### config.mk
export PLATFORM = sky130hd
export DESIGN_NAME = packed_rgb_to_rgba_converter
export DESIGN_NICKNAME = d
export VERILOG_FILES = /design/src/rtl/prgba_pkg.sv /design/src/rtl/prgba_front.sv /design/src/rtl/prgba_queue.sv /design/src/rtl/prgba_back.sv /design/src/rtl/packed_rgb_to_rgba_converter.sv
export SDC_FILE = /design/constraint.sdc
export NUM_CORES = 1
export LEC_CHECK = 0
export BUFFER_PORTS_ARGS = -buffer_cell sky130_fd_sc_hd__buf_2
export CORE_AREA = 4 4 217 272
export DETAILED_ROUTE_END_ITERATION = 10
export DIE_AREA = 0 0 221 276
export SLEW_MARGIN = 20
export SYNTH_ARGS = -nofsm -noshare
export SYNTH_HDL_FRONTEND = slang
export SYNTH_HIERARCHICAL = 1
export SYNTH_SLANG_ARGS = --single-unit
### constraint.sdc
create_clock -name clk -period 4.2 [get_ports clk]
set_input_delay 0.84 -clock clk [delete_from_list [all_inputs] [get_ports clk]]
set_output_delay 0.84 -clock clk [all_outputs]
set_load 0.02 [all_outputs]
### src/rtl/prgba_pkg.sv
// ----------------------------------------------------------------------------
// prgba_pkg
// Shared types and constants for the packed RGB to RGBA converter.
// ----------------------------------------------------------------------------
package prgba_pkg;

	localparam int DEF_MAX_WIDTH  = 4096;
	localparam int DEF_MAX_HEIGHT = 4096;

	// Depth of the queue between the byte parser and the output stage.
	localparam int QUEUE_DEPTH = 4;
	localparam int QUEUE_AW    = $clog2(QUEUE_DEPTH);

	localparam logic [7:0] ALPHA_OPAQUE      = 8'hff;
	localparam logic [7:0] ALPHA_TRANSPARENT = 8'h00;

	typedef enum logic [1:0] {
		REG_IMAGE_WIDTH  = 2'd0,
		REG_IMAGE_HEIGHT = 2'd1,
		REG_ALPHA_PLANE  = 2'd2,
		REG_KEY_COLOR    = 2'd3
	} cfg_reg_t;

	typedef struct packed {
		logic [12:0] image_width;
		logic [12:0] image_height;
		logic        alpha_plane;
		logic [23:0] key_color;
	} cfg_t;

	// One pending pixel write. For an alpha-only write, b2 carries the plane byte.
	typedef struct packed {
		logic [23:0] idx;
		logic        full;
		logic [7:0]  b0;
		logic [7:0]  b1;
		logic [7:0]  b2;
		logic        done;
	} q_item_t;

endpackage

### src/rtl/prgba_front.sv
// ----------------------------------------------------------------------------
// prgba_front
// Byte parser: tracks pixel phase, padding, row and column, and emits one
// pending write per completed color pixel or alpha byte.
// ----------------------------------------------------------------------------
module prgba_front import prgba_pkg::*; #(
	parameter int MAX_WIDTH  = DEF_MAX_WIDTH,
	parameter int MAX_HEIGHT = DEF_MAX_HEIGHT
) (
	input  logic        clk,
	input  logic        arst_n,
	input  cfg_t        cfg,
	input  logic        in_valid,
	output logic        in_ready,
	input  logic [7:0]  in_byte,
	input  logic        in_start,
	input  logic        q_full,
	output logic        push,
	output q_item_t     push_item
);

	localparam int CW = $clog2(MAX_WIDTH + 1);
	localparam int RW = $clog2(MAX_HEIGHT + 1);

	logic [1:0]    byte_phase_q, byte_phase_d;
	logic [15:0]   held_q, held_d;
	logic [CW-1:0] column_q, column_d;
	logic [RW-1:0] row_q, row_d;
	logic [23:0]   pixel_cnt_q, pixel_cnt_d;
	logic [1:0]    pad_q, pad_d;
	logic          alpha_pass_q, alpha_pass_d;
	logic          finished_q, finished_d;

	logic [CW-1:0] w;
	logic [RW-1:0] h;
	logic [1:0]    w_lo;

	// Dimensions are clamped to 1..MAX and follow the registers at once.
	always_comb begin
		if (cfg.image_width == '0)
			w = CW'(1);
		else if (32'(cfg.image_width) > MAX_WIDTH)
			w = CW'(MAX_WIDTH);
		else
			w = CW'(cfg.image_width);
		if (cfg.image_height == '0)
			h = RW'(1);
		else if (32'(cfg.image_height) > MAX_HEIGHT)
			h = RW'(MAX_HEIGHT);
		else
			h = RW'(cfg.image_height);
	end

	assign w_lo     = 2'(w);
	assign in_ready = !q_full;

	always_comb begin
		logic [CW-1:0] col_inc;
		logic [RW-1:0] row_inc;
		logic          last;
		byte_phase_d = byte_phase_q;
		held_d       = held_q;
		column_d     = column_q;
		row_d        = row_q;
		pixel_cnt_d  = pixel_cnt_q;
		pad_d        = pad_q;
		alpha_pass_d = alpha_pass_q;
		finished_d   = finished_q;
		push         = 1'b0;
		push_item    = '0;
		col_inc      = '0;
		row_inc      = '0;
		last         = 1'b0;
		if (in_valid && in_ready) begin
			if (in_start) begin
				byte_phase_d = '0;
				held_d       = '0;
				column_d     = '0;
				row_d        = '0;
				pixel_cnt_d  = '0;
				pad_d        = '0;
				alpha_pass_d = 1'b0;
				finished_d   = 1'b0;
			end
			if (finished_d) begin
				// Image complete: bytes are dropped until the next start.
			end else if (pad_d != 2'd0) begin
				pad_d = pad_d - 2'd1;
			end else if (!alpha_pass_d) begin
				case (byte_phase_d)
					2'd0: begin
						held_d       = {8'h00, in_byte};
						byte_phase_d = 2'd1;
					end
					2'd1: begin
						held_d       = {in_byte, held_d[7:0]};
						byte_phase_d = 2'd2;
					end
					default: begin
						byte_phase_d   = 2'd0;
						push           = 1'b1;
						push_item.idx  = pixel_cnt_d;
						push_item.full = 1'b1;
						push_item.b0   = held_d[7:0];
						push_item.b1   = held_d[15:8];
						push_item.b2   = in_byte;
						pixel_cnt_d    = pixel_cnt_d + 24'd1;
						col_inc        = column_d + CW'(1);
						column_d       = col_inc;
						if (col_inc >= w) begin
							column_d = '0;
							row_inc  = row_d + RW'(1);
							row_d    = row_inc;
							pad_d    = w_lo[0] ? 2'd3 : 2'd0;
							last     = (row_inc >= h);
						end
						if (last) begin
							if (cfg.alpha_plane) begin
								alpha_pass_d = 1'b1;
								row_d        = '0;
								column_d     = '0;
								pixel_cnt_d  = '0;
							end else begin
								finished_d     = 1'b1;
								push_item.done = 1'b1;
							end
						end
					end
				endcase
			end else begin
				push           = 1'b1;
				push_item.idx  = pixel_cnt_d;
				push_item.full = 1'b0;
				push_item.b2   = in_byte;
				pixel_cnt_d    = pixel_cnt_d + 24'd1;
				col_inc        = column_d + CW'(1);
				column_d       = col_inc;
				if (col_inc >= w) begin
					column_d = '0;
					row_inc  = row_d + RW'(1);
					row_d    = row_inc;
					// Alpha rows are padded up to a multiple of four bytes.
					pad_d    = 2'(~w_lo + 2'd1);
					if (row_inc >= h) begin
						finished_d     = 1'b1;
						push_item.done = 1'b1;
					end
				end
			end
		end
	end

	always_ff @(posedge clk or negedge arst_n) begin
		if (!arst_n) begin
			byte_phase_q <= '0;
			held_q       <= '0;
			column_q     <= '0;
			row_q        <= '0;
			pixel_cnt_q  <= '0;
			pad_q        <= '0;
			alpha_pass_q <= 1'b0;
			finished_q   <= 1'b0;
		end else begin
			byte_phase_q <= byte_phase_d;
			held_q       <= held_d;
			column_q     <= column_d;
			row_q        <= row_d;
			pixel_cnt_q  <= pixel_cnt_d;
			pad_q        <= pad_d;
			alpha_pass_q <= alpha_pass_d;
			finished_q   <= finished_d;
		end
	end

endmodule

### src/rtl/prgba_queue.sv
// ----------------------------------------------------------------------------
// prgba_queue
// Short first-in first-out queue of pending pixel writes.
// ----------------------------------------------------------------------------
module prgba_queue import prgba_pkg::*; (
	input  logic    clk,
	input  logic    arst_n,
	input  logic    push,
	input  q_item_t push_item,
	output logic    full,
	input  logic    pop,
	output logic    not_empty,
	output q_item_t pop_item
);

	q_item_t                entries_q [QUEUE_DEPTH];
	logic [QUEUE_AW-1:0]    wr_ptr_q;
	logic [QUEUE_AW-1:0]    rd_ptr_q;
	logic [QUEUE_AW:0]      count_q;

	assign full      = (count_q == (QUEUE_AW + 1)'(QUEUE_DEPTH));
	assign not_empty = (count_q != '0);
	assign pop_item  = entries_q[rd_ptr_q];

	always_ff @(posedge clk) begin
		if (push)
			entries_q[wr_ptr_q] <= push_item;
	end

	always_ff @(posedge clk or negedge arst_n) begin
		if (!arst_n) begin
			wr_ptr_q <= '0;
			rd_ptr_q <= '0;
			count_q  <= '0;
		end else begin
			if (push)
				wr_ptr_q <= wr_ptr_q + QUEUE_AW'(1);
			if (pop)
				rd_ptr_q <= rd_ptr_q + QUEUE_AW'(1);
			if (push && !pop)
				count_q <= count_q + (QUEUE_AW + 1)'(1);
			else if (pop && !push)
				count_q <= count_q - (QUEUE_AW + 1)'(1);
		end
	end

endmodule

### src/rtl/prgba_back.sv
// ----------------------------------------------------------------------------
// prgba_back
// Output stage: applies the color key, forms the alpha byte and holds the
// result in an output register until the receiver takes it.
// ----------------------------------------------------------------------------
module prgba_back import prgba_pkg::*; (
	input  logic        clk,
	input  logic        arst_n,
	input  cfg_t        cfg,
	input  logic        q_not_empty,
	input  q_item_t     q_item,
	output logic        pop,
	output logic        out_valid,
	input  logic        out_ready,
	output logic [55:0] out_data,
	output logic        out_user,
	output logic        out_last
);

	logic        valid_q;
	logic [23:0] idx_q;
	logic [7:0]  b0_q, b1_q, b2_q, alpha_q;
	logic        full_q, done_q;
	logic        key_hit;
	logic [7:0]  alpha_d;

	// Key byte 0 is compared with pixel byte 2, key byte 2 with pixel byte 0.
	assign key_hit = (cfg.key_color[7:0] == q_item.b2) &&
	                 (cfg.key_color[15:8] == q_item.b1) &&
	                 (cfg.key_color[23:16] == q_item.b0);

	always_comb begin
		if (!q_item.full)
			alpha_d = q_item.b2;
		else if (!cfg.alpha_plane && key_hit)
			alpha_d = ALPHA_TRANSPARENT;
		else
			alpha_d = ALPHA_OPAQUE;
	end

	assign pop = q_not_empty && (!valid_q || out_ready);

	always_ff @(posedge clk) begin
		if (pop) begin
			idx_q   <= q_item.idx;
			full_q  <= q_item.full;
			b0_q    <= q_item.full ? q_item.b0 : 8'h00;
			b1_q    <= q_item.full ? q_item.b1 : 8'h00;
			b2_q    <= q_item.full ? q_item.b2 : 8'h00;
			alpha_q <= alpha_d;
			done_q  <= q_item.done;
		end
	end

	always_ff @(posedge clk or negedge arst_n) begin
		if (!arst_n)
			valid_q <= 1'b0;
		else if (pop)
			valid_q <= 1'b1;
		else if (out_ready)
			valid_q <= 1'b0;
	end

	assign out_valid = valid_q;
	assign out_data  = {alpha_q, b2_q, b1_q, b0_q, idx_q};
	assign out_user  = full_q;
	assign out_last  = done_q;

endmodule

### src/rtl/packed_rgb_to_rgba_converter.sv
// ----------------------------------------------------------------------------
// packed_rgb_to_rgba_converter
// Turns a packed 3-byte-per-pixel byte stream into 4-byte pixel writes.
// ----------------------------------------------------------------------------
// The input stream carries one source byte per transaction; tuser set marks
// the first byte of a new image and clears all position counters. Every third
// color byte yields a full pixel write (alpha 255, or 0 on a key match without a plane);
// with an alpha plane enabled, each plane byte yields an alpha-only write.
// Row padding and bytes after the final write produce nothing.
// The output stream carries one write per transaction, tlast on the last
// write of the image. Configuration writes go through the cfg channel, which
// is always ready; they are meant to be made while the block is idle.
// One input byte is taken every cycle while the queue is not full. A write
// goes into the queue at the edge that accepts the byte completing it, and
// moves on into the output register once that register is free or being taken.
// A four-entry queue sits between parser and output stage,
// so a stalled receiver holds tvalid and the data steady and input is only
// refused once the queue is full. Reset empties the queue and clears all
// counters; the registers return to width 1, height 1, no plane, key 0.
// ----------------------------------------------------------------------------
module packed_rgb_to_rgba_converter import prgba_pkg::*; #(
	parameter int MAX_WIDTH  = DEF_MAX_WIDTH,
	parameter int MAX_HEIGHT = DEF_MAX_HEIGHT
) (
	input  logic        clk,
	input  logic        arst_n,
	input  logic        s_tvalid,
	output logic        s_tready,
	input  logic [7:0]  s_tdata,   // [7:0] data_byte
	input  logic        s_tuser,   // [0] image_start
	output logic        m_tvalid,
	input  logic        m_tready,
	output logic [55:0] m_tdata,   // [23:0] pixel_index, [31:24] byte_zero,
	                               // [39:32] byte_one, [47:40] byte_two,
	                               // [55:48] alpha_value
	output logic        m_tuser,   // [0] full_pixel
	output logic        m_tlast,   // image_done
	input  logic        cfg_valid,
	output logic        cfg_ready,
	input  logic [1:0]  cfg_index,
	input  logic [23:0] cfg_data
);

	cfg_t    cfg_q;
	logic    q_full, q_not_empty, push, pop;
	q_item_t push_item, pop_item;

	assign cfg_ready = 1'b1;

	always_ff @(posedge clk or negedge arst_n) begin
		if (!arst_n) begin
			cfg_q.image_width  <= 13'd1;
			cfg_q.image_height <= 13'd1;
			cfg_q.alpha_plane  <= 1'b0;
			cfg_q.key_color    <= '0;
		end else if (cfg_valid && cfg_ready) begin
			case (cfg_reg_t'(cfg_index))
				REG_IMAGE_WIDTH:  cfg_q.image_width  <= cfg_data[12:0];
				REG_IMAGE_HEIGHT: cfg_q.image_height <= cfg_data[12:0];
				REG_ALPHA_PLANE:  cfg_q.alpha_plane  <= cfg_data[0];
				REG_KEY_COLOR:    cfg_q.key_color    <= cfg_data;
				default: begin
				end
			endcase
		end
	end

	prgba_front #(
		.MAX_WIDTH  (MAX_WIDTH),
		.MAX_HEIGHT (MAX_HEIGHT)
	) u_front (
		.clk       (clk),
		.arst_n    (arst_n),
		.cfg       (cfg_q),
		.in_valid  (s_tvalid),
		.in_ready  (s_tready),
		.in_byte   (s_tdata),
		.in_start  (s_tuser),
		.q_full    (q_full),
		.push      (push),
		.push_item (push_item)
	);

	prgba_queue u_queue (
		.clk       (clk),
		.arst_n    (arst_n),
		.push      (push),
		.push_item (push_item),
		.full      (q_full),
		.pop       (pop),
		.not_empty (q_not_empty),
		.pop_item  (pop_item)
	);

	prgba_back u_back (
		.clk         (clk),
		.arst_n      (arst_n),
		.cfg         (cfg_q),
		.q_not_empty (q_not_empty),
		.q_item      (pop_item),
		.pop         (pop),
		.out_valid   (m_tvalid),
		.out_ready   (m_tready),
		.out_data    (m_tdata),
		.out_user    (m_tuser),
		.out_last    (m_tlast)
	);

endmodule

* Word-level counts from Yosys, hierarchy flattened *
Memory sizes are Yosys's and may differ from the RTL's.
Index checks and enable logic that the tools add are counted.

storage, ports and cells
  bits of input ports = 40
  output and inout bits = 61
  memories = 1
  bits in registers = 189
  bits in writable memories = 200
  word-level logic and storage cells = 166

cells by class
  reduce and logical (&&, ||, !) cells = 26
  add/subtract/negate cells = 9
  bitwise operators = 1
  eq/ne operators = 8
  muxes and demuxes = 94
  $lt $le $gt $ge = 4

memories
  memory             words  bits a word  rd ports  clocked after Yosys merged registers in  wr ports  line               source
  u_queue.entries_q  4      50           1         0                                        1         prgba_queue.sv:16  q_item_t entries_q [QUEUE_DEPTH];

operator list
  cell                                                                   count
  13-bit two-way mux                                                     22
  50-bit two-way mux                                                     4
  24-bit two-way mux                                                     8
  16-bit two-way mux                                                     5
  1-bit two-way mux                                                      33
  16-bit case mux with 2 select lines                                    1
  2-bit two-way mux                                                      14
  13-bit by 1-bit adder with 13-bit output, second input constant        2
  13-bit greater-or-equal comparator                                     2
  13-bit > comparator, second input constant                             2
  13-bit logical NOT                                                     2
  25-bit two-way mux                                                     1
  24-bit by 1-bit adder with 24-bit output, second input constant        1
  8-bit equality test                                                    3
  8-bit two-way mux                                                      2
  9-bit two-way mux                                                      1
  2-bit AND reduction                                                    4
  1-bit logical AND                                                      7
  2-bit by 1-bit adder with 2-bit output, second input constant          3
  3-bit two-way mux                                                      2
  2-bit nonzero test                                                     3
  1-bit logical NOT                                                      5
  2-bit by 1-bit equality test with 1-bit output, second input constant  2
  2-bit equality test, second input constant                             2
  10 further kinds                                                       11

* Logic depth before layout (Yosys ltp) *
Gate-level depths: netlist of run 1.

  depth in word-level cells = 18
  depth in mapped cells = 22
  depth with buffers taken out = 15

* Modules after synthesis *
Netlist of run 1, hierarchy kept.

by module, submodules not included
  module                        cells an instance  area an instance (um^2)  times used  seq. area each (um^2)
  prgba_queue                   296                7,671.1                  1           6,180.9
  prgba_front                   670                5,432.7                  1           1,801.7
  prgba_back                    138                2,303.5                  1           1,766.7
  packed_rgb_to_rgba_converter  112                1,945.6                  1           1,278.7

* Worst setup path before layout of run 1 *
OpenSTA, ideal clock, no wires.

  path kind = input to register
  start point = in s_tuser
  end point = reg u_front.pixel_cnt_q[6]
  stages on the path = 20
  library setup time = 0.087 ns
  path buffers = 6
  slack = -0.569 ns
  data arrival time = 4.683 ns
  required time = 4.113 ns
  cells stage by stage = buf_2 buf_2 clkbuf_1 clkbuf_1 nor2b_1 ha_1 nand3_2 nor3_2 nand3_1 or3_1 a21oi_1 ha_1 a221oi_1 o211ai_1 o21a_1 nand4b_1 buf_2 buf_2 nand3_1 o211ai_1

between the ends
  longest elaborated chain between the ends = 15
  elaborated cells on any way between the ends = 35
  those cells by class = add/sub (3); order compare (2); eq/ne (1); mux (26); reduce/logical (3)

ends and longest elaborated chain
  what                                                                line                                    source
  start, declared                                                     packed_rgb_to_rgba_converter.sv:30      input logic s_tuser,
  13-bit two-way mux                                                  prgba_front.sv:75                       if (in_start) begin
  13-bit two-way mux                                                  prgba_front.sv:74                       if (in_valid && in_ready) begin
  13-bit by 1-bit adder with 13-bit output, on equally long branches  prgba_front.sv:112, prgba_front.sv:108
  13-bit greater-or-equal comparator, on equally long branches        prgba_front.sv:115, prgba_front.sv:110
  1-bit two-way mux                                                   prgba_front.sv:110                      if (col_inc >= w) begin
  1-bit two-way mux                                                   prgba_front.sv:90                       case (byte_phase_d)
  1-bit two-way mux                                                   prgba_front.sv:89                       end else if (!alpha_pass_d) begin
  1-bit two-way mux                                                   prgba_front.sv:87                       end else if (pad_d != 2'd0) begin
  1-bit two-way mux                                                   prgba_front.sv:85                       if (finished_d) begin
  1-bit two-way mux                                                   prgba_front.sv:74
  24-bit two-way mux                                                  prgba_front.sv:117                      if (last) begin
  24-bit two-way mux                                                  prgba_front.sv:90
  24-bit two-way mux                                                  prgba_front.sv:89
  24-bit two-way mux                                                  prgba_front.sv:87
  24-bit two-way mux *                                                prgba_front.sv:85
  end signal, assigned                                                prgba_front.sv:168                      pixel_cnt_q <= pixel_cnt_d;
  end, declared                                                       prgba_front.sv:29                       logic [23:0] pixel_cnt_q, pixel_cnt_d;

Every way passes the cells marked *; elsewhere a longest branch is shown, timed or not. The select of a mux whose other input is x is not followed.
A chain may end at the register's enable or synchronous reset.

* Final worst setup path of run 1 *
  start point = in s_tuser
  end point = reg u_front.pixel_cnt_q[13]

The elaborated chain is that of the path after synthesis.

==> results of run 1 <==
[registers in the layout (all words and copies together) (netlist names)]
register / flops
u_front/alpha_pass_q: 1
u_queue/count_q: 3
u_queue/wr_ptr_q: 2
u_back/out_last: 1
cfg_q: 51
u_back/idx_q: 24
u_back/b0_q: 8
u_front/byte_phase_q: 2
u_back/b1_q: 8
u_back/out_valid: 1
u_queue/rd_ptr_q: 2
u_front/pad_q: 2
u_front/pixel_cnt_q: 24
u_front/row_q: 13
u_front/held_q: 16
u_front/finished_q: 1
u_back/b2_q: 8
u_front/column_q: 13
u_queue/entries_q: 200
u_back/out_user: 1
u_back/alpha_q: 8
[worst max path at each step]
| stage | endpoint | slack, ns | cells past startpoint |
|---|---|---|---|
| after floorplan | u_front/pixel_cnt_q[22]$_DFFE_PN0P_ | -0.09 | 19 |
| after global placement | u_front/pixel_cnt_q[13]$_DFFE_PN0P_ | 0.08 | 16 |
| after detailed placement | u_front/pixel_cnt_q[13]$_DFFE_PN0P_ | 0.008 | 16 |
| after CTS | u_front/pixel_cnt_q[13]$_DFFE_PN0P_ | 0.56 | 16 |
| after global routing | u_front/pixel_cnt_q[13]$_DFFE_PN0P_ | 0.26 | 16 |
| final | u_front/pixel_cnt_q[13]$_DFFE_PN0P_ | 0.54 | 16 |
[final cells by class]
| type | instances | area, um2 |
|---|---|---|
| fillers | 5443 | 36500 |
| flip-flops and latches | 389 | 11000 |
| multi-input cells | 755 | 5990 |
| clock buffers | 57 | 1060 |
| repair buffers | 159 | 965 |
| well taps | 750 | 938 |
| clock inverters | 11 | 67.6 |
| inverters | 16 | 60.1 |
| diodes | 3 | 7.51 |
[cell usage after synthesis, drive strengths merged, types with 3 or more instances]
master   count
a22o        12
nand3       44
xor2        15
nor2        58
o2111ai      3
edfxtp     258
nor3b        6
a32oi        5
o211ai      10
a21oi       29
o21ai       46
nand2       94
buf         26
clkbuf      30
a22oi        8
nor2b       16
nor4         9
and2        51
ha          34
dfrtp      129
inv         15
or3         10
a31oi        8
nand4       16
o21a         3
nor3        25
a21o         4
nand3b       5
nand2b       7
mux4        50
and3        38
mux2        60
xnor2       37
o31ai        8
[where the power goes]
| part | switching (uW) | internal (uW) |
|---|---|---|
| sequential | 371 | 4800 |
| combinational | 1710 | 1270 |
| clock | 1400 | 1750 |
| total | 3480 | 7830 |
[layer usage]
layer  track usage  wire length (um)  part of all wire
met5             0                 7           0.00017
met4        0.0421              1190             0.029
met3        0.0184              1430             0.035
met2         0.234             20700              0.51
met1         0.165             17200              0.42
[stage by stage]
step,area [um2],TNS (ns)
final,20100,0
after global routing,20100,0
after CTS,20100,0
after detailed placement,19000,0
after global placement,19000,0
after floorplan,17500,-0.410
[critical path, stage by stage]
cell                       delay [ns]
sky130_fd_sc_hd__buf_2           0.17
sky130_fd_sc_hd__buf_4           0.22
sky130_fd_sc_hd__and4b_1         0.32
sky130_fd_sc_hd__and4_1          0.28
sky130_fd_sc_hd__nand3_1         0.11
sky130_fd_sc_hd__xor2_1          0.15
sky130_fd_sc_hd__nor2_1          0.16
sky130_fd_sc_hd__ha_1            0.27
sky130_fd_sc_hd__a21oi_1         0.16
sky130_fd_sc_hd__nor2_1          0.06
sky130_fd_sc_hd__a211oi_1        0.23
sky130_fd_sc_hd__and3_1          0.41
sky130_fd_sc_hd__o21ai_1         0.10
sky130_fd_sc_hd__buf_4           0.21
sky130_fd_sc_hd__or3_1           0.34
sky130_fd_sc_hd__o21ai_0         0.08
[logic make-up after synthesis]
family / synth area share
flops: 0.636
mux: 0.105
fa+ha+maj: 0.0257
buf+inv: 0.0231
compound gates: 0.0624
other cells: 0.000216
simple gates: 0.121
xor+xnor: 0.0262
==> impl_summary.log, run 1 <==
[metrics] Total Power Consumption: 11,300 uW
[metrics] detailed-route wire length: 40,600 um
[metrics] leading cell types by total area after synthesis: sky130_fd_sc_hd__edfxtp_1 45%, sky130_fd_sc_hd__dfrtp_1 19%, sky130_fd_sc_hd__mux4_2 6.2%
[metrics] CTS tree: built
[metrics] total number of yosys warnings: 6
[metrics] number of hold violations in the final report: 0
[metrics] leading cell type in the layout, fill and taps excluded: sky130_fd_sc_hd__edfxtp_1
[metrics] most frequent cells in the layout: 258 x sky130_fd_sc_hd__edfxtp_1, 127 x sky130_fd_sc_hd__dfrtp_1, 98 x sky130_fd_sc_hd__buf_2
[metrics] cell area after technology mapping: 0.0174 mm2
[metrics] Synth Register Bits: 389
[metrics] clock-pin slew on the worst setup and hold paths: 0.06 ns
[metrics] post-layout utilization of the core: 0.355
[metrics] type of the worst setup path: in -> reg
[metrics] number of vias after detailed routing: 10,500
[metrics] leak pwr: 0.00757 uW
[metrics] post-synthesis net count: 1,291
[metrics] final count of pins violating max slew: 0
[metrics] placed instance count: 2,069
[metrics] Final ANT Viol Nets: 0
[metrics] post-DP HPWL: 28,400 um
[metrics] P per Cell Area: 562 mW/mm2
[metrics] post-CTS setup buffer count: 0
[metrics] Horiz. Die Dim: 221 um
[metrics] synthesized netlist cell count: 1,216
[metrics] Placement Rows: 98
[metrics] critical path launch point type: input port
[metrics] count of nets after finishing: 1,434
[metrics] vias in the first global route: 11,000
[metrics] Vias/cell: 4.92
[metrics] setup-violating endpoint count in the final report: 0
[metrics] number of buffers added on ports: 99
[metrics] share of the synthesized area in the top cell type: 0.446
[metrics] wire length of the first global-routing pass: 64,500 um
[metrics] transition time at the pin with the least slew margin: 0.942 ns
[metrics] Std-Cell Core Area: 0.0566 mm2
[metrics] R2R depth: 15
[metrics] kind of end point of the critical path: flip-flop
[metrics] overall die height: 276 um
[metrics] data arrival time at the worst-slack endpoint: 4.10 ns
[metrics] average wire per standard cell: 19.0 um
[metrics] worst hold margin: 0.372 ns
[metrics] Post-Layout Cell Count: 2,140
[metrics] master cell of the clock root buffer: sky130_fd_sc_hd__clkbuf_16
[metrics] Pre-Repair DR Iteration Count: 5
[metrics] share of final-layout standard cells stronger than drive strength 1: 0.252
[metrics] cell accounting for the most synthesized area: sky130_fd_sc_hd__edfxtp_1
[metrics] share of synthesized registers carrying an async set or reset: 0.337
[metrics] result of the run: complete, no violations
[metrics] cts repair resizes: 0
[metrics] startpoint of the worst-slack reg-to-reg timing path: u_front/row_q[0]$_DFFE_PN0P_
[metrics] final weighted congestion in routability-driven placement: 0.820
[metrics] CP Data Required Time: 4.65 ns
[metrics] mean instance size in the synthesized netlist: 14.3 um2
[metrics] post-synthesis to final-layout area growth: 16.0%
[metrics] unrepaired setup endpoints after global routing: no
[metrics] die area: 0.0610 mm2
[metrics] CTS sink cnt: 389
[metrics] library cells used by synthesis: 76
[metrics] clock skew after layout: 0.0189 ns
[metrics] Worst Hold Class: in -> async
[metrics] count of boundary I/O pins: 101
[metrics] largest net degree at the start of global routing: 86
[metrics] leading register cell type out of synthesis: sky130_fd_sc_hd__edfxtp_1
[metrics] least setup slack across all paths after layout: 0.544 ns
[metrics] starting density of the core: 0.306
[metrics] Remaining DRCs: 0
[metrics] sequential-to-total area share from yosys stat: 0.636
[metrics] r2r setup slk: 0.64 ns
[metrics] CTS max path bufs: 3
[metrics] First DRT Iteration DRCs: 613
[metrics] cts bufs inserted: 38
[metrics] peak fanout along the critical path: 18
[metrics] normalized max-slew margin: 0.368
[metrics] CTS HTree Levels: 2
[metrics] total congestion overflow after global routing: 0
[metrics] largest voltage drop on the vdd net: 0.000256 V
[metrics] clock insertion delay at the later pin of the skew report: 0.53 ns
[metrics] final period utilization: 0.870
[metrics] Setup crit start: s_tuser
[metrics] reg-to-reg critical path endpoint: u_front/pixel_cnt_q[13]$_DFFE_PN0P_
[metrics] GRT Resource Usage Total: 0.131
[metrics] Post-CTS Hold Buffers: 0
[metrics] final period demand of the worst path: 3.66 ns
[metrics] MaxCap Viol Count: 0
[metrics] number of synthesized flops with an enable pin: 258
[metrics] Setup WS pre-CTS: 0.00832 ns
[metrics] Peak Freq: 274 MHz
[metrics] number of antenna violations at the first check in global routing: 4
Note: power is estimated with default switching activity, not from simulation.
==> run 2, diff against run 1 <==
--- a/config.mk
+++ b/config.mk
@@ -7,6 +7,7 @@
 export LEC_CHECK = 0
 export BUFFER_PORTS_ARGS = -buffer_cell sky130_fd_sc_hd__buf_2
 export CORE_AREA = 4 4 217 272
+export CTS_BUF_LIST = sky130_fd_sc_hd__clkbuf_8 sky130_fd_sc_hd__clkbuf_16
 export DETAILED_ROUTE_END_ITERATION = 10
 export DIE_AREA = 0 0 221 276
 export SLEW_MARGIN = 20
==> run 2 against run 1 <==
Maximum frequency is essentially flat. Final cell count is the same. Utilization is the same. Global-route usage is the same. Sequential share of layout area is the same. Wire length is essentially flat. Sequential power is essentially flat. Critical endpoint unchanged. Sequential cell count is the same. Largest cell class unchanged. Clock power shrank 1%. Total power shrank 0.35%. Die area is the same.
==> impl_summary.log, run 2 (synthesis gave the netlist of run 1 again) <==
[metrics] result of the run: complete, no violations
[metrics] starting density of the core: 0.306
[metrics] peak fanout along the critical path: 18
[metrics] final period demand of the worst path: 3.66 ns
[metrics] wire length of the first global-routing pass: 64,500 um
[metrics] MaxCap Viol Count: 0
[metrics] Reg with most FFs: u_queue/entries_q
[metrics] leading cell type in the layout, fill and taps excluded: sky130_fd_sc_hd__edfxtp_1
[metrics] unrepaired setup endpoints after global routing: no
[metrics] First DRT Iteration DRCs: 623
[metrics] Area after DPL: 0.0190 mm2
[metrics] clock insertion delay at the later pin of the skew report: 0.53 ns
[metrics] Worst Hold Class: in -> async
[metrics] largest net degree at the start of global routing: 86
[metrics] total congestion overflow after global routing: 0
[metrics] post-layout utilization of the core: 0.355
[metrics] count of boundary I/O pins: 101
[metrics] number of vias after detailed routing: 10,500
[metrics] type of the worst setup path: in -> reg
[metrics] cts repair resizes: 0
[metrics] Std-Cell Core Area: 0.0566 mm2
[metrics] worst hold margin: 0.373 ns
[metrics] placed instance count: 2,069
[metrics] Remaining DRCs: 0
[metrics] Peak Freq: 273 MHz
[metrics] final weighted congestion in routability-driven placement: 0.820
[metrics] number of antenna violations at the first check in global routing: 4
[metrics] die area: 0.0610 mm2
[metrics] largest registers: u_queue/entries_q (200), cfg_q (51)
[metrics] post-CTS setup buffer count: 0
[metrics] kind of end point of the critical path: flip-flop
[metrics] Post-CTS Hold Buffers: 0
[metrics] share of final-layout standard cells stronger than drive strength 1: 0.252
[metrics] Placement Rows: 98
[metrics] final count of pins violating max slew: 0
[metrics] max FFs per register: 200
[metrics] average wire per standard cell: 18.9 um
[metrics] Vias/cell: 4.92
[metrics] most frequent cells in the layout: 258 x sky130_fd_sc_hd__edfxtp_1, 127 x sky130_fd_sc_hd__dfrtp_1, 98 x sky130_fd_sc_hd__buf_2
[metrics] cts bufs inserted: 38
[metrics] data arrival time at the worst-slack endpoint: 4.11 ns
[metrics] detailed-route wire length: 40,500 um
[metrics] clock-pin slew on the worst setup and hold paths: 0.06 ns
[metrics] CTS sink cnt: 389
[metrics] setup-violating endpoint count in the final report: 0
[metrics] Pre-Repair DR Iteration Count: 5
[metrics] number of buffers added on ports: 99
[metrics] clock skew after layout: 0.0205 ns
[metrics] Post-Layout Cell Count: 2,140
[metrics] transition time at the pin with the least slew margin: 0.927 ns
[metrics] number of hold violations in the final report: 0
[metrics] post-route standard cell area excluding fillers: 0.0201 mm2
[metrics] P per Cell Area: 560 mW/mm2
[metrics] Final ANT Viol Nets: 0
[metrics] overall die height: 276 um
[metrics] Horiz. Die Dim: 221 um
[metrics] CTS max path bufs: 3
[metrics] count of nets after finishing: 1,434
[metrics] least setup slack across all paths after layout: 0.542 ns
[metrics] leak pwr: 0.00764 uW
[metrics] post-DP HPWL: 28,400 um
[metrics] GRT Resource Usage Total: 0.131
[metrics] post-synthesis to final-layout area growth: 16.0%
[metrics] vias in the first global route: 10,900
[metrics] largest voltage drop on the vdd net: 0.000255 V
[metrics] CTS tree: built
[metrics] final period utilization: 0.871
[metrics] CP Data Required Time: 4.65 ns
[metrics] critical path launch point type: input port
[metrics] normalized max-slew margin: 0.378
[metrics] master cell of the clock root buffer: sky130_fd_sc_hd__clkbuf_16
[metrics] Setup WS pre-CTS: 0.00832 ns
[metrics] CTS HTree Levels: 2
-- run 2: changes by cell type in the layout (fill, tap and decap cells not counted) --
cell	before	now
sky130_fd_sc_hd__clkbuf_1	15	0
sky130_fd_sc_hd__inv_1	15	30
-- run 2: report_power, final --
part           internal (uW)  switching (uW)  total (uW)
registers               4800             370        5170
clock network           1720            1400        3120
logic                   1270            1710        2980
total                   7790            3480       11300
-- run 2: cell type report --
cell class,count,area [um2]
repair buffers,159,965
clock buffers,42,1010
inverters,16,60.1
diodes,3,7.51
clock inverters,26,124
multi-input cells,755,5990
flip-flops and latches,389,11000
well taps,750,938
fillers,5443,36500
-- run 2: critical path, stage by stage --
cell	delay, ns
sky130_fd_sc_hd__buf_2	0.17
sky130_fd_sc_hd__buf_4	0.22
sky130_fd_sc_hd__and4b_1	0.32
sky130_fd_sc_hd__and4_1	0.28
sky130_fd_sc_hd__nand3_1	0.11
sky130_fd_sc_hd__xor2_1	0.15
sky130_fd_sc_hd__nor2_1	0.16
sky130_fd_sc_hd__ha_1	0.27
sky130_fd_sc_hd__a21oi_1	0.16
sky130_fd_sc_hd__nor2_1	0.06
sky130_fd_sc_hd__a211oi_1	0.23
sky130_fd_sc_hd__and3_1	0.41
sky130_fd_sc_hd__o21ai_1	0.10
sky130_fd_sc_hd__buf_4	0.21
sky130_fd_sc_hd__or3_1	0.34
sky130_fd_sc_hd__o21ai_0	0.08
-- run 2: path summary, 6_finish.rpt --
check,start,endpoint,slack [ns],cells past startpoint
setup / recovery,s_tuser,u_front/pixel_cnt_q[13]$_DFFE_PN0P_,0.54,16
hold / removal,arst_n,u_queue/count_q[2]$_DFFE_PN0P_,0.37,1
setup reg to reg,u_front/row_q[0]$_DFFE_PN0P_,u_front/pixel_cnt_q[13]$_DFFE_PN0P_,0.63,15
hold reg to reg,u_queue/count_q[2]$_DFFE_PN0P_,u_queue/count_q[2]$_DFFE_PN0P_,0.50,1
max in group asynchronous,arst_n,cfg_q[13]$_DFFE_PN0P_,2.98,2
min in group clk,u_queue/count_q[2]$_DFFE_PN0P_,u_queue/count_q[2]$_DFFE_PN0P_,0.50,1
-- run 2: metrics by stage --
step	TNS, ns	power, uW
after global routing	0	11900
after detailed placement	0	8310
final	0	11300
after CTS	0	11500
after floorplan	-0.410	7380
after global placement	0	8250
-- run 2: metal layers --
layer | track usage | routed length (um)
met4 | 0.0421 | 1190
met1 | 0.165 | 17100
met2 | 0.234 | 20800
met3 | 0.0184 | 1460
met5 | 0 | 7
==> run 3, diff against run 2 <==
--- a/config.mk
+++ b/config.mk
@@ -8,6 +8,7 @@
 export BUFFER_PORTS_ARGS = -buffer_cell sky130_fd_sc_hd__buf_2
 export CORE_AREA = 4 4 217 272
 export CTS_BUF_LIST = sky130_fd_sc_hd__clkbuf_8 sky130_fd_sc_hd__clkbuf_16
+export CTS_CLUSTER_SIZE = 8
 export DETAILED_ROUTE_END_ITERATION = 10
 export DIE_AREA = 0 0 221 276
 export SLEW_MARGIN = 20
==> constraint.sdc (replaced) <==
create_clock -name clk -period 3.3 [get_ports clk]
set_input_delay 0.66 -clock clk [delete_from_list [all_inputs] [get_ports clk]]
set_output_delay 0.66 -clock clk [all_outputs]
set_load 0.02 [all_outputs]
==> run 3 against run 2 <==
The run now ends with setup timing left. Combinational power is 38% higher. Count of clock-buffer cells in the layout is 13 higher. Via count is 5.4% higher. Cell area is 6.7% higher. Worst setup slack worse by 0.59 ns. Non-clock buffer count is 63 higher. Critical path depth is 2 lower. Clock power is 60% higher. Global-route usage is 0.36 points higher. Clock skew is 0.010 ns higher. Utilization is 2.4 points higher. Final cell count is 4.7% higher.
==> impl_summary.log, run 3 (synthesis gave the netlist of run 1 again) <==
[metrics] starting density of the core: 0.306
[metrics] MaxCap Viol Count: 0
[metrics] kind of end point of the critical path: flip-flop
[metrics] Post-CTS Hold Buffers: 0
[metrics] P per Cell Area: 727 mW/mm2
[metrics] Final ANT Viol Nets: 0
[metrics] GRT Resource Usage Total: 0.135
[metrics] count of nets after finishing: 1,513
[metrics] share of final-layout standard cells stronger than drive strength 1: 0.314
[metrics] Placement Rows: 98
[metrics] master cell of the clock root buffer: sky130_fd_sc_hd__clkbuf_16
[metrics] clock share of power: 0.320
[metrics] clock skew after layout: 0.0308 ns
[metrics] final period demand of the worst path: 3.35 ns
[metrics] cts bufs inserted: 54
[metrics] normalized max-slew margin: 0.379
[metrics] CTS max path bufs: 3
[metrics] peak fanout along the critical path: 8
[metrics] logic gate share of total power: 0.264
[metrics] internal portion of total power: 10,900 uW
[metrics] unrepaired setup endpoints after global routing: yes
[metrics] max FFs per register: 200
[metrics] Peak Freq: 298 MHz
[metrics] leak pwr: 0.00838 uW
[metrics] Horiz. Die Dim: 221 um
[metrics] number of antenna violations at the first check in global routing: 8
[metrics] post-synthesis to final-layout area growth: 23.8%
[metrics] final period utilization: 1.02
[metrics] net switching fraction of the power: 0.304
[metrics] wire length of the first global-routing pass: 66,300 um
[metrics] area of all sequential standard cells: 0.0110 mm2
[metrics] number of vias after detailed routing: 11,100
[metrics] Std-Cell Core Area: 0.0566 mm2
[metrics] largest registers: u_queue/entries_q (200), cfg_q (51)
[metrics] CTS tree: built
[metrics] number of hold violations in the final report: 0
[metrics] transition time at the pin with the least slew margin: 0.929 ns
[metrics] Remaining DRCs: 0
[metrics] total congestion overflow after global routing: 0
[metrics] average wire per standard cell: 19.0 um
[metrics] CTS HTree Levels: 2
[metrics] setup-violating endpoint count in the final report: 2
[metrics] die area: 0.0610 mm2
[metrics] clock insertion delay at the later pin of the skew report: 0.59 ns
[metrics] largest voltage drop on the vdd net: 0.000431 V
[metrics] leading cell type in the layout, fill and taps excluded: sky130_fd_sc_hd__edfxtp_1
[metrics] number of buffers added on ports: 99
[metrics] vias in the first global route: 11,500
[metrics] worst hold margin: 0.0954 ns
[metrics] Worst Hold Class: in -> async
[metrics] CTS sink cnt: 389
[metrics] data arrival time at the worst-slack endpoint: 3.87 ns
[metrics] result of the run: complete, but fails checks
[metrics] post-DP HPWL: 28,600 um
[metrics] Pre-Repair DR Iteration Count: 7
[metrics] most frequent cells in the layout: 258 x sky130_fd_sc_hd__edfxtp_1, 126 x sky130_fd_sc_hd__dfrtp_1, 108 x sky130_fd_sc_hd__buf_4
[metrics] violated checks: setup timing
[metrics] FILL cells: 5,338
[metrics] overall die height: 276 um
[metrics] count of boundary I/O pins: 101
[metrics] CP Data Required Time: 3.82 ns
[metrics] First DRT Iteration DRCs: 689
[metrics] critical path launch point type: flip-flop
[metrics] sw power: 4760 uW
[metrics] post-route standard cell area excluding fillers: 0.0215 mm2
[metrics] Reg with most FFs: u_queue/entries_q
[metrics] area of combinational cells with multiple inputs: 0.00628 mm2
[metrics] type of the worst setup path: reg -> reg
[metrics] least setup slack across all paths after layout: -0.0512 ns
[metrics] largest net degree at the start of global routing: 71
[metrics] Area after DPL: 0.0194 mm2
[metrics] final weighted congestion in routability-driven placement: 0.833
[metrics] detailed-route wire length: 42,500 um
[metrics] Vias/cell: 4.95
[metrics] final count of pins violating max slew: 0
[metrics] share of total power in sequential cells: 0.416
[metrics] clock-pin slew on the worst setup and hold paths: 0.06 ns
## run 3: changes by cell type in the layout (fill, tap and decap cells not counted), sizes merged
cell	change
diode	+3
inv	+31
clkbuf	+14
buf	+62
clkinvlp	-2
clkinv	-8
## run 3: power by group through the flow
stage               Clock (uW)  Combinational (uW)  Sequential, uW
floorplan                    0                2500            6910
global placement             0                4040            6580
detailed placement           0                4090            6600
CTS                       5130                4130            6520
global route              5340                4480            6590
finish                    4990                4120            6510
## run 3: cell type report
type	instances	area share
Antenna cell	6	0.000699
Clock buffer	55	0.0641
Clock inverter	47	0.00926
Inverter	16	0.00280
Multi-Input combinational cell	755	0.292
Sequential cell	389	0.514
Tap cell	750	0.0437
Timing Repair Buffer	222	0.0735
## run 3: layer usage
layer	up-vias	track usage	wire length, um
li1	5098	-	-
met1	5659	0.161	17200
met2	254	0.244	22200
met3	83	0.0233	1860
met4	4	0.0487	1260
met5	-	0	21
## run 3: worst max-delay path, stage by stage, from the launching register on
cell,delay (ns)
sky130_fd_sc_hd__dfrtp_1,0.40
sky130_fd_sc_hd__nor2b_4,0.14
sky130_fd_sc_hd__ha_2,0.19
sky130_fd_sc_hd__and2_4,0.13
sky130_fd_sc_hd__and4_4,0.21
sky130_fd_sc_hd__buf_4,0.14
sky130_fd_sc_hd__xnor2_1,0.13
sky130_fd_sc_hd__ha_1,0.32
sky130_fd_sc_hd__nand4_1,0.16
sky130_fd_sc_hd__nor3_2,0.19
sky130_fd_sc_hd__o21bai_1,0.12
sky130_fd_sc_hd__and3_4,0.23
sky130_fd_sc_hd__or3_4,0.34
sky130_fd_sc_hd__or4b_1,0.49
sky130_fd_sc_hd__o21ai_1,0.09
## run 3: path summary, 6_finish.rpt
check                                                 from  slack (ns)                             end  depth (start not counted)
max reg2reg                u_front/column_q[0]$_DFFE_PN0P_       -0.05   u_front/row_q[12]$_DFFE_PN0P_                         14
min in group clk                              cfg_data[18]        0.32           cfg_q[18]$_DFFE_PN0P_                          2
max                        u_front/column_q[0]$_DFFE_PN0P_       -0.05   u_front/row_q[12]$_DFFE_PN0P_                         14
min reg2reg                 u_queue/count_q[2]$_DFFE_PN0P_        0.50  u_queue/count_q[2]$_DFFE_PN0P_                          1
min                                                 arst_n         0.1    u_back/out_valid$_DFFE_PN0P_                          1
max in group asynchronous                           arst_n        2.43           cfg_q[25]$_DFFE_PN1P_                          2
## run 3: through the flow
| step | TNS (ns) | util | total power [uW] | cells | setup slack (ns) |
|---|---|---|---|---|---|
| 2_1_floorplan | -36.29 | - | 9400 | 1216 | -0.802 |
| 3_3_place_gp | -47.61 | 0.343 | 10600 | 2113 | -0.637 |
| 3_5_place_dp | -48.95 | 0.343 | 10700 | 2113 | -0.712 |
| 4_1_cts | -0.00463 | 0.373 | 15800 | 2223 | -0.00463 |
| 5_1_grt | -2.81 | 0.379 | 16400 | 2236 | -0.190 |
| 6_report | -0.0534 | 0.379 | 15600 | 2240 | -0.0512 |
## run 3: what timing repair did
action                                  in CTS  in global routing
endpoints found under the setup margin      42                 52
gates resized for setup                     19                 52
gates cloned                                 0                  1
buffers inserted                             8                 10
pin swaps                                   14                 18
